==> src/rtl/tfpd_pkg.sv <==
// ----------------------------------------------------------------------------
// tfpd_pkg
// Shared types and constants for the touch frame pen event decoder.
// ----------------------------------------------------------------------------
package tfpd_pkg;

    localparam int unsigned BYTE_W  = 8;
    localparam int unsigned EVENT_W = 2;
    localparam int unsigned OUT_TDATA_W = 24;

    localparam logic [BYTE_W-1:0] HDR0_BYTE = 8'hBB;
    localparam logic [BYTE_W-1:0] HDR1_BYTE = 8'hCC;
    localparam logic [BYTE_W-1:0] HDR2_BYTE = 8'h02;
    localparam logic [BYTE_W-1:0] KEY_MARK  = 8'hEE;
    localparam logic [BYTE_W-1:0] TOUCH_ON  = 8'h01;

    // Position of the next byte within a frame
    typedef enum logic [2:0] {
        POS_HDR0  = 3'd0,
        POS_HDR1  = 3'd1,
        POS_HDR2  = 3'd2,
        POS_X     = 3'd3,
        POS_Y     = 3'd4,
        POS_TOUCH = 3'd5,
        POS_CHECK = 3'd6
    } t_frame_pos;

    typedef enum logic [EVENT_W-1:0] {
        EV_DRAG = 2'd0,
        EV_DOWN = 2'd1,
        EV_UP   = 2'd2
    } t_pen_event;

    // Frame that passed its checksum, valid for one cycle
    typedef struct packed {
        logic              valid;
        logic [BYTE_W-1:0] x;
        logic [BYTE_W-1:0] y;
        logic [BYTE_W-1:0] touch;
    } t_frame;

    typedef struct packed {
        t_pen_event        pen_event;
        logic [BYTE_W-1:0] pos_x;
        logic [BYTE_W-1:0] pos_y;
    } t_result;

endpackage

==> src/rtl/tfpd_parser.sv <==
// ----------------------------------------------------------------------------
// tfpd_parser
// Tracks the frame position and running checksum, captures the payload and
// flags a frame whose checksum byte matches.
// ----------------------------------------------------------------------------
module tfpd_parser (
    input  logic                        i_clk,
    input  logic                        i_rst_n,
    input  logic                        i_accept,
    input  logic [tfpd_pkg::BYTE_W-1:0] i_byte,
    output tfpd_pkg::t_frame            o_frame
);
    import tfpd_pkg::*;

    t_frame_pos        r_pos,   n_pos;
    logic [BYTE_W-1:0] r_sum,   n_sum;
    logic [BYTE_W-1:0] r_x,     n_x;
    logic [BYTE_W-1:0] r_y,     n_y;
    logic [BYTE_W-1:0] r_touch, n_touch;
    logic [BYTE_W-1:0] sum_add;

    assign sum_add = r_sum + i_byte;

    always_comb begin
        n_pos   = r_pos;
        n_sum   = r_sum;
        n_x     = r_x;
        n_y     = r_y;
        n_touch = r_touch;
        o_frame = '{valid: 1'b0, x: r_x, y: r_y, touch: r_touch};
        if (i_accept) begin
            case (r_pos)
                POS_HDR0: begin
                    // a header miss is not retried as a frame start
                    if (i_byte == HDR0_BYTE) begin
                        n_sum = i_byte;
                        n_pos = POS_HDR1;
                    end else begin
                        n_pos = POS_HDR0;
                    end
                end
                POS_HDR1: begin
                    n_sum = sum_add;
                    n_pos = (i_byte == HDR1_BYTE) ? POS_HDR2 : POS_HDR0;
                end
                POS_HDR2: begin
                    n_sum = sum_add;
                    n_pos = (i_byte == HDR2_BYTE) ? POS_X : POS_HDR0;
                end
                POS_X: begin
                    n_x   = i_byte;
                    n_sum = sum_add;
                    n_pos = POS_Y;
                end
                POS_Y: begin
                    n_y   = i_byte;
                    n_sum = sum_add;
                    n_pos = POS_TOUCH;
                end
                POS_TOUCH: begin
                    n_touch = i_byte;
                    n_sum   = sum_add;
                    n_pos   = POS_CHECK;
                end
                POS_CHECK: begin
                    o_frame.valid = (i_byte == r_sum);
                    n_pos         = POS_HDR0;
                end
                default: begin
                    n_pos = POS_HDR0;
                end
            endcase
        end
    end

    always_ff @(posedge i_clk) begin
        if (!i_rst_n) begin
            r_pos   <= POS_HDR0;
            r_sum   <= '0;
            r_x     <= '0;
            r_y     <= '0;
            r_touch <= '0;
        end else begin
            r_pos   <= n_pos;
            r_sum   <= n_sum;
            r_x     <= n_x;
            r_y     <= n_y;
            r_touch <= n_touch;
        end
    end

endmodule

==> src/rtl/tfpd_judge.sv <==
// ----------------------------------------------------------------------------
// tfpd_judge
// Compares a checked frame with the last stored position and touch state,
// updates them and decides the pen event.
// ----------------------------------------------------------------------------
module tfpd_judge (
    input  logic              i_clk,
    input  logic              i_rst_n,
    input  tfpd_pkg::t_frame  i_frame,
    output logic              o_valid,
    output tfpd_pkg::t_result o_result
);
    import tfpd_pkg::*;

    logic [BYTE_W-1:0] r_last_x,     n_last_x;
    logic [BYTE_W-1:0] r_last_y,     n_last_y;
    logic [BYTE_W-1:0] r_last_touch, n_last_touch;
    logic              is_key;
    logic              pos_diff;
    logic              touch_diff;
    logic              touch_on;
    logic              drag;

    assign is_key     = (i_frame.x == KEY_MARK);
    assign pos_diff   = (i_frame.x != r_last_x) || (i_frame.y != r_last_y);
    assign touch_diff = (i_frame.touch != r_last_touch);
    assign touch_on   = (i_frame.touch == TOUCH_ON);
    assign drag       = pos_diff && !touch_diff && touch_on;

    always_comb begin
        n_last_x     = r_last_x;
        n_last_y     = r_last_y;
        n_last_touch = r_last_touch;
        o_valid      = 1'b0;
        // key reports leave every stored value alone
        if (i_frame.valid && !is_key) begin
            n_last_x     = i_frame.x;
            n_last_y     = i_frame.y;
            n_last_touch = i_frame.touch;
            o_valid      = drag || touch_diff;
        end
        o_result.pen_event = touch_diff ? (touch_on ? EV_DOWN : EV_UP) : EV_DRAG;
        o_result.pos_x     = n_last_x;
        o_result.pos_y     = n_last_y;
    end

    always_ff @(posedge i_clk) begin
        if (!i_rst_n) begin
            r_last_x     <= '0;
            r_last_y     <= '0;
            r_last_touch <= '0;
        end else begin
            r_last_x     <= n_last_x;
            r_last_y     <= n_last_y;
            r_last_touch <= n_last_touch;
        end
    end

`ifndef SYNTHESIS
    a_key_no_event: assert property (@(posedge i_clk) disable iff (!i_rst_n)
        (i_frame.valid && is_key) |-> !o_valid)
        else $error("key report produced an event");
    a_no_frame_hold: assert property (@(posedge i_clk) disable iff (!i_rst_n)
        !i_frame.valid |=> ($stable(r_last_x) && $stable(r_last_y) && $stable(r_last_touch)))
        else $error("stored values changed without a frame");
    a_event_touch: assert property (@(posedge i_clk) disable iff (!i_rst_n)
        (o_valid && o_result.pen_event == EV_DRAG) |-> (i_frame.touch == TOUCH_ON))
        else $error("drag reported with touch released");
`endif

endmodule

==> src/rtl/tfpd_out_buf.sv <==
// ----------------------------------------------------------------------------
// tfpd_out_buf
// Result register with a skid stage so the input side stays open while a
// result waits on the output.
// ----------------------------------------------------------------------------
module tfpd_out_buf (
    input  logic              i_clk,
    input  logic              i_rst_n,
    input  logic              i_push,
    input  tfpd_pkg::t_result i_result,
    input  logic              i_ready,
    output logic              o_valid,
    output tfpd_pkg::t_result o_result,
    output logic              o_room
);
    import tfpd_pkg::*;

    logic    r_main_valid, n_main_valid;
    logic    r_skid_valid, n_skid_valid;
    t_result r_main,       n_main;
    t_result r_skid,       n_skid;
    logic    pop;

    assign pop      = r_main_valid && i_ready;
    assign o_valid  = r_main_valid;
    assign o_result = r_main;
    assign o_room   = !r_skid_valid;

    always_comb begin
        n_main_valid = r_main_valid;
        n_skid_valid = r_skid_valid;
        n_main       = r_main;
        n_skid       = r_skid;
        if (!r_main_valid || pop) begin
            // advance the skid entry first, otherwise load the new result
            if (r_skid_valid) begin
                n_main       = r_skid;
                n_main_valid = 1'b1;
                n_skid_valid = 1'b0;
            end else begin
                n_main       = i_result;
                n_main_valid = i_push;
            end
        end else if (i_push) begin
            n_skid       = i_result;
            n_skid_valid = 1'b1;
        end
    end

    always_ff @(posedge i_clk) begin
        if (!i_rst_n) begin
            r_main_valid <= 1'b0;
            r_skid_valid <= 1'b0;
        end else begin
            r_main_valid <= n_main_valid;
            r_skid_valid <= n_skid_valid;
        end
        r_main <= n_main;
        r_skid <= n_skid;
    end

`ifndef SYNTHESIS
    a_skid_order: assert property (@(posedge i_clk) disable iff (!i_rst_n)
        r_skid_valid |-> r_main_valid)
        else $error("skid entry held with empty result register");
    a_no_overflow: assert property (@(posedge i_clk) disable iff (!i_rst_n)
        i_push |-> !r_skid_valid)
        else $error("result pushed while buffer full");
    a_skid_to_main: assert property (@(posedge i_clk) disable iff (!i_rst_n)
        (r_skid_valid && pop) |=> (r_main_valid && r_main == $past(r_skid)))
        else $error("skid entry lost on drain");
`endif

endmodule

==> src/rtl/touch_frame_pen_event_decoder_top.sv <==
// ----------------------------------------------------------------------------
// touch_frame_pen_event_decoder_top
// Decodes 7-byte touch frames from a byte stream into pen events.
// ----------------------------------------------------------------------------
// Output path: a result decoded from the accepted checksum byte is loaded
//   into the result register, or into the skid entry while the output stalls.
// Throughput: one byte per cycle unless stalled; the two-entry result buffer
//   (result register plus skid) drops o_s_tready under output back-pressure.
// Reset: synchronous, active low; clears the frame position, checksum,
//   payload, stored x/y/touch and the valid flags of both result entries.
// ----------------------------------------------------------------------------
module touch_frame_pen_event_decoder_top (
    input  logic                             i_clk,
    input  logic                             i_rst_n,
    // slave side
    input  logic                             i_s_tvalid,
    output logic                             o_s_tready,
    input  logic [tfpd_pkg::BYTE_W-1:0]      i_s_tdata,   // [7:0] rx_byte
    // master side
    output logic                             o_m_tvalid,
    input  logic                             i_m_tready,
    output logic [tfpd_pkg::OUT_TDATA_W-1:0] o_m_tdata    // [1:0] pen_event,
                                                          // [9:2] pos_x,
                                                          // [17:10] pos_y,
                                                          // [23:18] zero
);
    import tfpd_pkg::*;

    logic    accept;
    t_frame  frame;
    logic    res_valid;
    t_result res;
    t_result out_res;

    // A byte transaction moves whenever the skid stage is free; each byte
    // yields at most one result, so two buffer entries never overflow.
    assign accept = i_s_tvalid && o_s_tready;

    // Framing: header match, payload capture and checksum compare.
    tfpd_parser u_parser (
        .i_clk   (i_clk),
        .i_rst_n (i_rst_n),
        .i_accept(accept),
        .i_byte  (i_s_tdata),
        .o_frame (frame)
    );

    // Event decision against the last stored position and touch state.
    tfpd_judge u_judge (
        .i_clk   (i_clk),
        .i_rst_n (i_rst_n),
        .i_frame (frame),
        .o_valid (res_valid),
        .o_result(res)
    );

    // Result register and skid stage toward the master side.
    tfpd_out_buf u_out_buf (
        .i_clk   (i_clk),
        .i_rst_n (i_rst_n),
        .i_push  (res_valid),
        .i_result(res),
        .i_ready (i_m_tready),
        .o_valid (o_m_tvalid),
        .o_result(out_res),
        .o_room  (o_s_tready)
    );

    // Pack the result: event in the low bits, then x, then y.
    assign o_m_tdata = {6'd0, out_res.pos_y, out_res.pos_x, out_res.pen_event};

endmodule

==> config.mk <==
export PLATFORM = sky130hd
export DESIGN_NAME = touch_frame_pen_event_decoder_top
export DESIGN_NICKNAME = d
export VERILOG_FILES = /design/src/rtl/tfpd_pkg.sv /design/src/rtl/tfpd_parser.sv /design/src/rtl/tfpd_judge.sv /design/src/rtl/tfpd_out_buf.sv /design/src/rtl/touch_frame_pen_event_decoder_top.sv
export SDC_FILE = /design/constraint.sdc
export NUM_CORES = 1
export LEC_CHECK = 0
export BUFFER_PORTS_ARGS = -buffer_cell sky130_fd_sc_hd__buf_4
export CAP_MARGIN = 10
export CORE_ASPECT_RATIO = 0.7
export CORE_UTILIZATION = 55
export CTS_BUF_LIST = sky130_fd_sc_hd__clkbuf_4 sky130_fd_sc_hd__clkbuf_8
export DETAILED_ROUTE_END_ITERATION = 6
export PLACE_DENSITY = 0.77
export SLEW_MARGIN = 40
export SYNTH_ARGS = -nofsm -noshare
export SYNTH_HDL_FRONTEND = slang
export SYNTH_SLANG_ARGS = --single-unit
==> constraint.sdc <==
create_clock -name i_clk -period 3.6 [get_ports i_clk]
set_input_delay 0.9 -clock i_clk [delete_from_list [all_inputs] [get_ports i_clk]]
set_output_delay 0.9 -clock i_clk [all_outputs]
set_load 0.03 [all_outputs]
=== Word level (Yosys, flattened, before mapping) ===
Cells that the tools add are included.

* Add/sub/neg operators: 1
* $mul: 0
* Divide/modulo/power cells: 0
* $lt $le $gt $ge: 0
* Equality and inequality tests: 16
* Shift operators: 0
* Muxes and demuxes: 15
* Bitwise logic cells: 2
* Reduce and logical (&&, ||, !) cells: 21

{| class="wikitable"
|+ Operators with widths
! kind !! number
|-
| $eq A8 B8 Y1 const B || 3
|-
| $mux W8 || 3
|-
| $ne A8 B8 Y1 || 3
|-
| $mux W18 || 1
|-
| $pmux W3 S6 || 1
|-
| $pmux W8 S2 || 1
|-
| $eq A3 B3 Y1 const B || 3
|-
| $add A8 B8 Y8 || 1
|-
| $eq A8 B1 Y1 const B || 1
|-
| $eq A8 B2 Y1 const B || 1
|-
| $eq A8 B8 Y1 || 1
|-
| $mux W2 || 4
|-
| $reduce_and A2 Y1 || 4
|-
| $eq A3 B2 Y1 const B || 2
|-
| $logic_and A1 B1 Y1 || 5
|-
| $mux W1 || 5
|-
| $reduce_or A5 Y1 || 1
|-
| $logic_not A1 Y1 || 4
|-
| $eq A3 B1 Y1 const B || 1
|-
| $logic_not A3 Y1 || 1
|-
| $logic_or A1 B1 Y1 || 3
|-
| $reduce_and A3 Y1 || 1
|-
| $ne A2 B1 Y1 const B || 1
|-
| $not A1 Y1 || 2
|-
| other kinds (2) || 2
|}

* Register bits after elaboration: 97
* Latch bits: 0
* Memory bits (writable): 0
* Memory bits (read-only): 0
* Input bits: 12
* Output and inout port bits: 26
* Memories kept: 0

=== Depth between registers and ports, before layout ===
Gate-level depths: netlist (run 1).

* Word-level depth: 7
* Depth in mapped cells: 9
* Gate-level depth less buffers: 9

=== Modules after synthesis ===
Synthesis (run 1) repeated with hierarchy kept, for this count alone.

* Cells, all modules: 423
* Area, all modules: 4674.5 um2

{| class="wikitable"
|+ By module, submodules not included
! module !! instances !! cells an instance !! area each (um2) !! sequential area each (um2)
|-
| tfpd_parser || 1 || 228 || 1865.5 || 700.7
|-
| tfpd_out_buf || 1 || 65 || 1457.6 || 1121.1
|-
| tfpd_judge || 1 || 122 || 1296.2 || 480.5
|-
| touch_frame_pen_event_decoder_top || 1 || 8 || 55.1 || 0.0
|}

=== Worst setup path before layout (run 1) ===
No wires, ideal clock.

* Path kind: input to register
* From: input i_s_tdata[2] (netlist bit)
* To: register u_out_buf.r_skid[0] (netlist bit) (enable)
* Setup time: 376 ps
* Arrival: 3121 ps
* Required time: 3224 ps
* Path slack: 103 ps
* Stages on the path: 6
* Cells stage by stage: ha_1 or4_4 nor4_4 buf_6 a21boi_2 and2_1

* Word-level cells in the longest chain between the ends: 6

{| class="wikitable"
|+ Ends and longest elaborated chain
! what !! RTL line !! text
|-
| start: declaration || touch_frame_pen_event_decoder_top.sv:18 || <nowiki>input logic [tfpd_pkg::BYTE_W-1:0] i_s_tdata,</nowiki>
|-
| $eq A8 B8 Y1 || tfpd_parser.sv:66 || <nowiki>o_frame.valid = (i_byte == r_sum);</nowiki>
|-
| $mux W1 || tfpd_parser.sv:32 || <nowiki>case (r_pos)</nowiki>
|-
| $mux W1 || tfpd_parser.sv:31 || <nowiki>if (i_accept) begin</nowiki>
|-
| $logic_and A1 B1 Y1 || tfpd_judge.sv:36 || <nowiki>if (i_frame.valid && !is_key) begin</nowiki>
|-
| $mux W1 || tfpd_judge.sv:36 ||
|-
| $reduce_and A2 Y1 (no line) || -- ||
|-
| end signal: assignment || tfpd_out_buf.sv:59 || <nowiki>r_skid <= n_skid;</nowiki>
|-
| end: declaration || tfpd_out_buf.sv:21 || <nowiki>t_result r_skid, n_skid;</nowiki>
|}

Every way passes these cells.
A chain may end at the register's enable or synchronous reset.

==> results of run 1 <==
-- state kept, by name (all words and copies together) (netlist names) --
signal,cells
u_judge.r_last_touch,8
u_judge.r_last_x,8
u_judge.r_last_y,8
u_out_buf.o_result,18
u_out_buf.o_valid,1
u_out_buf.r_skid,18
u_out_buf.r_skid_valid,1
u_parser.r_pos,3
u_parser.r_sum,8
u_parser.r_touch,8
u_parser.r_x,8
u_parser.r_y,8
-- cell usage after synthesis, types with 3 or more instances --
master    number  area share
nor3_1         4      0.0045
ha_1           7       0.020
xnor2_1       10       0.020
a31oi_1        3      0.0043
inv_1          7      0.0060
nand4b_1       4      0.0079
xor2_1        18       0.036
a21oi_1        7      0.0079
clkbuf_1      11      0.0094
o21a_1         3      0.0051
mux2_1         3      0.0077
nand4_1        3      0.0043
nor2_1        49       0.042
edfxtp_1      36        0.25
o21ai_0       10       0.011
buf_4          6       0.010
mux2i_1       33       0.075
mux2_2        19       0.049
dfxtp_1       61        0.28
nand3_1        6      0.0068
and2_1        17       0.024
mux2_4        11       0.037
nand2_1       13       0.011
nor2b_1        3      0.0043
nor4_1         6      0.0085
-- kinds of logic after synthesis --
logic type,Yosys count,synth area share
fa+ha+maj,8,0.02441
flops,97,0.5223
other cells,1,0.0008507
simple gates,117,0.1391
compound gates,36,0.05365
xor+xnor,28,0.05563
buf+inv,30,0.03548
mux,66,0.1686
-- cells in the final DEF, fill, tap and decap left out, types with 2 or more instances in the layout --
master,instances
xor2_1,18
nor3_1,4
a31oi_1,3
ha_1,7
nor2_1,49
mux2_2,19
buf_4,35
o21ai_0,10
xnor2_1,10
or3b_2,2
buf_12,2
and2_1,17
and4b_1,2
nand2_1,13
o31a_1,2
nor2b_1,3
nor4_1,6
a21oi_1,7
mux2i_1,33
clkbuf_8,9
edfxtp_1,36
mux2_1,3
bufinv_16,2
nand3_1,6
a311oi_1,2
inv_1,7
nand4_1,3
conb_1,6
nand4b_1,4
dfxtp_1,61
o21a_1,3
mux2_4,11
o211ai_1,2
clkinvlp_4,2
-- per-stage QoR --
step                      instances  total power (uW)
final                           517              2037
after global routing            517              2104
after CTS                       517              2048
after detailed placement        501              1291
after global placement          501              1286
after floorplan                 388              1254
-- layout make-up --
type	count	area (um^2)
Fill cell	578	2574
Sequential cell	97	2302
Multi-Input combinational cell	261	1968
Timing Repair Buffer	37	302.8
Clock buffer	10	131.4
Tap cell	98	122.6
Clock inverter	6	83.83
Inverter	8	30.03
-- power groups by stage --
stage                     Sequential (uW)  Combinational, uW  Clock, uW
after floorplan                      1170               88.1          0
after global placement               1170                119          0
after detailed placement             1170                124          0
after CTS                            1140                124        782
after global routing                 1140                138        822
final                                1140                127        768
-- metal layers --
layer / up-vias / GRT usage / share of wire
li1: 1405 / - / -
met1: 1414 / 0.3399 / 0.47
met2: 105 / 0.3403 / 0.45
met3: 17 / 0.05527 / 0.068
met4: 0 / 0.07703 / 0.012
met5: - / 0 / 0
-- worst min-delay path, stage by stage (launching register included) --
cell,delay (ns)
dfxtp_1,0.35
mux2i_1,0.07
nor2_1,0.07
-- final timing paths --
path                           start                      end  slack [ns]
min          u_judge.r_last_touch[4]  u_judge.r_last_touch[4]        0.52
max                     i_s_tdata[4]    u_out_buf.o_result[2]        0.54
min reg2reg  u_judge.r_last_touch[4]  u_judge.r_last_touch[4]        0.52
max reg2reg        u_parser.r_sum[2]    u_out_buf.o_result[2]        0.90
==> impl_metrics.ini, run 1 <==
[logic_synthesis]
ys_seq_area_frac = 0.5223
yosys_most_used_dff = dfxtp_1
async_flop_share = 0
avgSynthCellArea_um2 = 11.51
ys_seq_elements = 97
mappedNetlistArea_um2 = 4408
yosysUniqueCellTypes = 52
synth_edf_count = 36
yosysWarnings = 0
synthCells = 383

[placed_design]
numPortBuffers = 31
hpwl_um = 6322
placed_area_um2 = 4726
pre_cts_ws_ns = 0.1600
gp_congestion = 0.9169

[timing]
clock.fmax_mhz = 326.6
worst_hold_slack_ns = 0.5216
setup_ws_ns = 0.5378
tns_ns = 0
maxSlewHeadroom = 0.5098
post-route-min-period_ns = 3.062
finalSetupViolations = 0
finClkSkew_ns = 0.01174
hold_viol = 0
rsz0062_at_grt = false
fin_crit_sh = 0.8506
worst_pin_slew_ns = 0.7345
maxSlewViolCount = 0

[die]
start_util = 0.5866
core_area_um2 = 7515
row_count = 26
die_w_um = 109
ios = 38
die_h_um = 76.90
die_area_um2 = 8382

[power_and_ir_drop]
p_int_uw = 1576
combPwrFrac = 0.062
p_leak_uw = 0.002059
seq_power_share = 0.561
power_switching_uw = 460.3
swShare = 0.2260
p_per_area_nw_per_um2 = 412.2
clock_power_share = 0.377
irDropWorstVdd_uv = 304.6

[routing]
routed_wl_um = 9097
dr.pass1.iters = 5
drt_iter0_drc = 239
viasPerCell = 5.689
wire_per_inst_um = 17.60
drc = 0
dr_total_vias = 2941
ant_nets = 0

[clock_network]
cts_sinks = 97
cts_setup_buffers = 0
cts_tree = done
cts.repair.resized = 0
h-tree-depth = 3
clk_path_buf_depth = 2
cts-root-buf = clkbuf_8
clk_latency_ns = 0.37
holdBufCountCts = 0
numCtsBuffers = 9
clk_pin_slew_worst_paths_ns = 0.09

[grt]
antenna_found_initial = 0
grt_pass1_wl_um = 14580
grt_max_degree = 39
overflow = 0
grt_pass1_vias = 2737
grtUsageTotal = 0.2339

[finish]
antenna_cells = 0
fin_area_um2 = 4941
final_nets = 434
synthToLayoutAreaGrowth_pct = 12.09
utilization = 0.6575
drive_gt1_frac = 0.2124

[critical_path]
cp-start-kind = primary input
critical_path_arrival_ns = 3.19
crit_top_cell = mux2_2
worst-path-max-fanout = 25
crit_path_end_kind = flop
cp_num_buf_inv = 2
crit_family = simple AND/OR/NAND/NOR gates
slowest_stage = or4_4
path_depth = 7
worstRegToRegCells = 6
max_stage_delay_ns = 0.53
critical_path_class = primary input to flop
crit_path_cell_trace = buf_4, ha_1, or4_4, nor4_4, buf_12, mux2_2, mux2_2
cp.required_ns = 3.73

[hold_path]
hold_class = flop to flop
hold_depth = 2

[job]
maxCapViolCount = 0

[run_status]
status = completed
Power figures use the tool's default switching activity.
==> run 2, diff against run 1 <==
- CORE_UTILIZATION: 55 -> 53
- CTS_BUF_LIST: sky130_fd_sc_hd__clkbuf_4 sky130_fd_sc_hd__clkbuf_8 -> sky130_fd_sc_hd__clkbuf_16
- PLACE_DENSITY: 0.77 -> 0.75
==> impl_metrics.ini, run 2 (synthesis results as in run 1) <==
[timing]
fin_crit_sh = 0.8607
rsz0062_at_grt = false
post-route-min-period_ns = 3.099
finClkSkew_ns = 0.006187
worst_hold_slack_ns = 0.5205
finalSetupViolations = 0
tns_ns = 0
worst_pin_slew_ns = 0.7669
hold_viol = 0
clock.fmax_mhz = 322.7
maxSlewHeadroom = 0.4882
maxSlewViolCount = 0

[power_and_ir_drop]
p_per_area_nw_per_um2 = 446.3
total_power_uw = 2250
p_leak_uw = 0.002116
irDropWorstVdd_uv = 423.9

[run_status]
status = complete, but fails checks
failed_checks = DRC

[critical_path]
cp.required_ns = 3.69
worstRegToRegCells = 7
critical_path_class = primary input to flop
cp-start-kind = primary input
crit_path_end_kind = flop
critical_path_arrival_ns = 3.18
worst-path-max-fanout = 25

[die]
die_area_um2 = 8691
core_area_um2 = 7973
die_w_um = 111
ios = 38
row_count = 27
start_util = 0.5529
die_h_um = 78.30

[finish]
drive_gt1_frac = 0.2105
antenna_cells = 0
final_cell_mix = dfxtp_1, nor2_1, edfxtp_1
final_common_cell = dfxtp_1
synthToLayoutAreaGrowth_pct = 14.39
final_nets = 433

[grt]
grt_max_degree = 26
grtUsageTotal = 0.2201
grt_pass1_vias = 2752
overflow = 0
antenna_found_initial = 0
grt_pass1_wl_um = 14500

[clock_network]
cts.repair.resized = 0
h-tree-depth = 3
cts-root-buf = clkbuf_16
numCtsBuffers = 9
clk_pin_slew_worst_paths_ns = 0.06
cts_sinks = 97
holdBufCountCts = 0
clk_latency_ns = 0.33
cts_setup_buffers = 0
cts_tree = done
clk_path_buf_depth = 2

[hold_path]
hold_class = flop to flop
hold_depth = 2

[routing]
dr_total_vias = 2850
routed_wl_um = 8715
dr.pass1.iters = 7
drc = 2
ant_nets = 0
wire_per_inst_um = 16.79
drt_iter0_drc = 255
viasPerCell = 5.491

[placed_design]
numPortBuffers = 31
hpwl_um = 5886
gp_congestion = 0.8230

[job]
maxCapViolCount = 0
## run 2: changes by cell type in the layout (fill, tap and decap cells not counted)
cell,delta
buf_4,-1
bufinv_16,-2
clkbuf_16,+12
clkinv_2,+1
inv_1,+1
clkbuf_4,-1
clkbuf_8,-9
clkinv_1,-1
inv_4,+1
clkinvlp_4,-2
## run 2: per-stage QoR
step | instance area, um^2 | std cells | utilization | setup WS [ns]
finish | 5042 | 519 | 0.6325 | 0.5014
detailed placement | 4722 | 503 | 0.5923 | 0.1785
CTS | 5042 | 519 | 0.6325 | 0.5399
floorplan | 4427 | 388 | - | 0.1033
global placement | 4722 | 503 | 0.5923 | 0.2516
global route | 5042 | 519 | 0.6325 | 0.4177
## run 2: worst max-delay path, cell delays in order
cell      delay, ns
buf_4          0.14
ha_1           0.38
nor4b_1        0.31
nand4b_1       0.20
nor4_4         0.34
buf_12         0.25
mux2_2         0.38
mux2_2         0.26
## run 2: report_power, final
group          switching [uW]  leakage, uW  internal [uW]
clock network             395     0.000165            590
logic                    76.3      0.00107           44.5
registers                8.09     0.000877           1140
## run 2: metal layers
metal | global-route usage | up-vias | routed length (um)
met2 | 0.3214 | 69 | 3892
met1 | 0.3162 | 1369 | 4378
met4 | 0.05342 | 0 | 37
li1 | - | 1408 | -
met5 | 0 | - | 0
met3 | 0.06950 | 4 | 406
## run 2: final timing paths
kind,from,endpoint,slack (ns)
max,i_s_tdata[3],u_out_buf.o_result[15],0.50
min reg2reg,u_parser.r_sum[2],u_parser.r_sum[2],0.52
max reg2reg,u_parser.r_sum[3],u_out_buf.o_result[15],0.91
min,u_parser.r_sum[2],u_parser.r_sum[2],0.52
## run 2: layout make-up
class	instances	area (um^2)
Clock inverter	4	20.02
Tap cell	101	126.4
Fill cell	648	2930
Clock buffer	12	300.3
Sequential cell	97	2302
Timing Repair Buffer	36	295.3
Inverter	8	30.03
Multi-Input combinational cell	261	1968
==> run 3, diff against run 2 <==
- CORE_ASPECT_RATIO: 0.7 -> 0.5
- CORE_UTILIZATION: 53 -> 54
- PLACE_DENSITY: 0.75 -> 0.76
- SYNTH_HIERARCHICAL: unset -> 1
==> impl_metrics.ini, run 3 <==
[run_status]
status = completed

[clock_network]
cts_sinks = 97
numCtsBuffers = 9
h-tree-depth = 3
clk_pin_slew_worst_paths_ns = 0.07
cts_setup_buffers = 0
holdBufCountCts = 0
cts_tree = done
cts-root-buf = clkbuf_16
cts.repair.resized = 0
clk_latency_ns = 0.35
clk_path_buf_depth = 2

[timing]
finClkSkew_ns = 0.01046
tns_ns = 0
finalSetupViolations = 0
maxSlewViolCount = 0
maxSlewHeadroom = 0.5748
worst_pin_slew_ns = 0.6378
rsz0062_at_grt = false
fin_crit_sh = 0.8707
post-route-min-period_ns = 3.134
clock.fmax_mhz = 319.0
hold_viol = 0

[power_and_ir_drop]
p_leak_uw = 0.002041
seq_power_share = 0.528
swShare = 0.2354
irDropWorstVdd_uv = 242.5
p_int_uw = 1646
p_per_area_nw_per_um2 = 413.1
power_switching_uw = 506.9
clock_power_share = 0.427
combPwrFrac = 0.046

[critical_path]
cp-start-kind = primary input
endpoint = u_out_buf/r_skid[13]
critical_path_arrival_ns = 3.17
worstRegToRegCells = 9
crit_path_end_kind = flop
worst-path-max-fanout = 18
rrSetupSlack_ns = 0.87
critical_path_class = primary input to flop
r2r-start = u_parser/r_sum[4]
cp.required_ns = 3.64
r2r-end = u_out_buf/r_skid[13]
critPathLaunch = i_s_tdata[4]

[logic_synthesis]
yosysWarnings = 6
ys_top_cells_by_count = nand2_1, dfxtp_1, edfxtp_1, a21oi_1, mux2_4
synth.most_common_cell = nand2_1
synth_edf_count = 36
synth_area_leaders = dfxtp_1, edfxtp_1, mux2_4
mappedNetlistArea_um2 = 4674
synthCells = 423
yosysTopAreaCellShare = 0.2612
async_flop_share = 0
ys_seq_area_frac = 0.4925
yosysTopAreaCell = dfxtp_1
ys_seq_elements = 97
yosysUniqueCellTypes = 66
yosys_most_used_dff = dfxtp_1
avgSynthCellArea_um2 = 11.05

[placed_design]
placed_area_um2 = 4923
numPortBuffers = 31
hpwl_um = 5946
gp_congestion = 0.8956

[job]
maxCapViolCount = 0

[routing]
ant_nets = 0
wire_per_inst_um = 15.50
routed_wl_um = 8787
dr_total_vias = 3092
drt_iter0_drc = 235
viasPerCell = 5.453
dr.pass1.iters = 4
drc = 0

[die]
die_h_um = 67.79
die_area_um2 = 9055
core_area_um2 = 8202
start_util = 0.5699
die_w_um = 133.6
row_count = 23
ios = 38

[grt]
antenna_found_initial = 0
grt_pass1_vias = 2769
grt_pass1_wl_um = 14280
grtUsageTotal = 0.2091
overflow = 0
grt_max_degree = 34

[finish]
final_common_cell = nand2_1
synthToLayoutAreaGrowth_pct = 11.51
fin_area_um2 = 5213
antenna_cells = 0
final_cell_mix = nand2_1, dfxtp_1, buf_4, edfxtp_1, a21oi_1
final_nets = 470
drive_gt1_frac = 0.2154

[hold_path]
hold_class = flop to flop
## run 3: kinds of logic after synthesis
group	Yosys count	share of synthesized area
compound gates	67	0.09850
xor+xnor	27	0.05059
fa+ha+maj	8	0.02302
buf+inv	32	0.04417
flops	97	0.4925
mux	41	0.1175
other cells	1	0.0008022
simple gates	150	0.1729
## run 3: layout make-up
class / count / area, um^2
inverter: 7 / 26.28
tap: 112 / 140.1
multi-input combinational: 299 / 2185
sequential: 97 / 2302
timing repair buffer: 36 / 270.3
clock inverter: 7 / 63.81
clock buffer: 9 / 225.2
fill: 643 / 2989
## run 3: layer usage
layer  part of all wire  global-route usage  wire, um
met3              0.034             0.04805       301
met5                  0                   0         0
met4             0.0097             0.08239        85
met1               0.51              0.2882      4501
met2               0.44              0.3210      3899
## run 3: worst min-delay path by stage
| stage | startpoint | to | slack [ns] | cells after the start |
|---|---|---|---|---|
| 6_report | u_parser/r_sum[6] | u_parser/r_sum[6] | 0.49 | 2 |
| 5_1_grt | u_parser/r_y[3] | u_parser/r_y[3] | 0.50 | 2 |
| 4_1_cts | u_parser/r_sum[6] | u_parser/r_sum[6] | 0.49 | 2 |
| 3_5_place_dp | u_parser/r_sum[6] | u_parser/r_sum[6] | 0.48 | 2 |
| 3_3_place_gp | u_parser/r_sum[6] | u_parser/r_sum[6] | 0.47 | 2 |
| 2_1_floorplan | u_parser/r_sum[6] | u_parser/r_sum[6] | 0.45 | 2 |
## run 3: through the flow
stage	util	hold WS [ns]	setup WS (ns)	power, uW	cells
3_5_place_dp	0.6003	0.4792	0.2601	1258	551
3_3_place_gp	0.6003	0.4659	0.3190	1257	551
4_1_cts	0.6355	0.4889	0.5339	2170	567
6_report	0.6355	0.4928	0.4656	2153	567
5_1_grt	0.6355	0.5031	0.3274	2223	567
2_1_floorplan	-	0.4524	0.02417	1234	428
## run 3: critical path, cell delays in order
cell,delay (ns)
buf_4,0.14
ha_1,0.37
nor4b_1,0.35
and3_1,0.36
o21ai_4,0.22
nand2b_1,0.20
o22ai_1,0.19
inv_1,0.06
nor2_1,0.10
buf_4,0.26
## run 3: power groups by stage
| stage | Sequential [uW] | Combinational [uW] | Clock (uW) |
|---|---|---|---|
| detailed placement | 1160 | 97.3 | 0 |
| CTS | 1140 | 98.0 | 936 |
| global route | 1140 | 109 | 978 |
| floorplan | 1160 | 75.5 | 0 |
| global placement | 1160 | 95.7 | 0 |
| finish | 1140 | 98.1 | 919 |
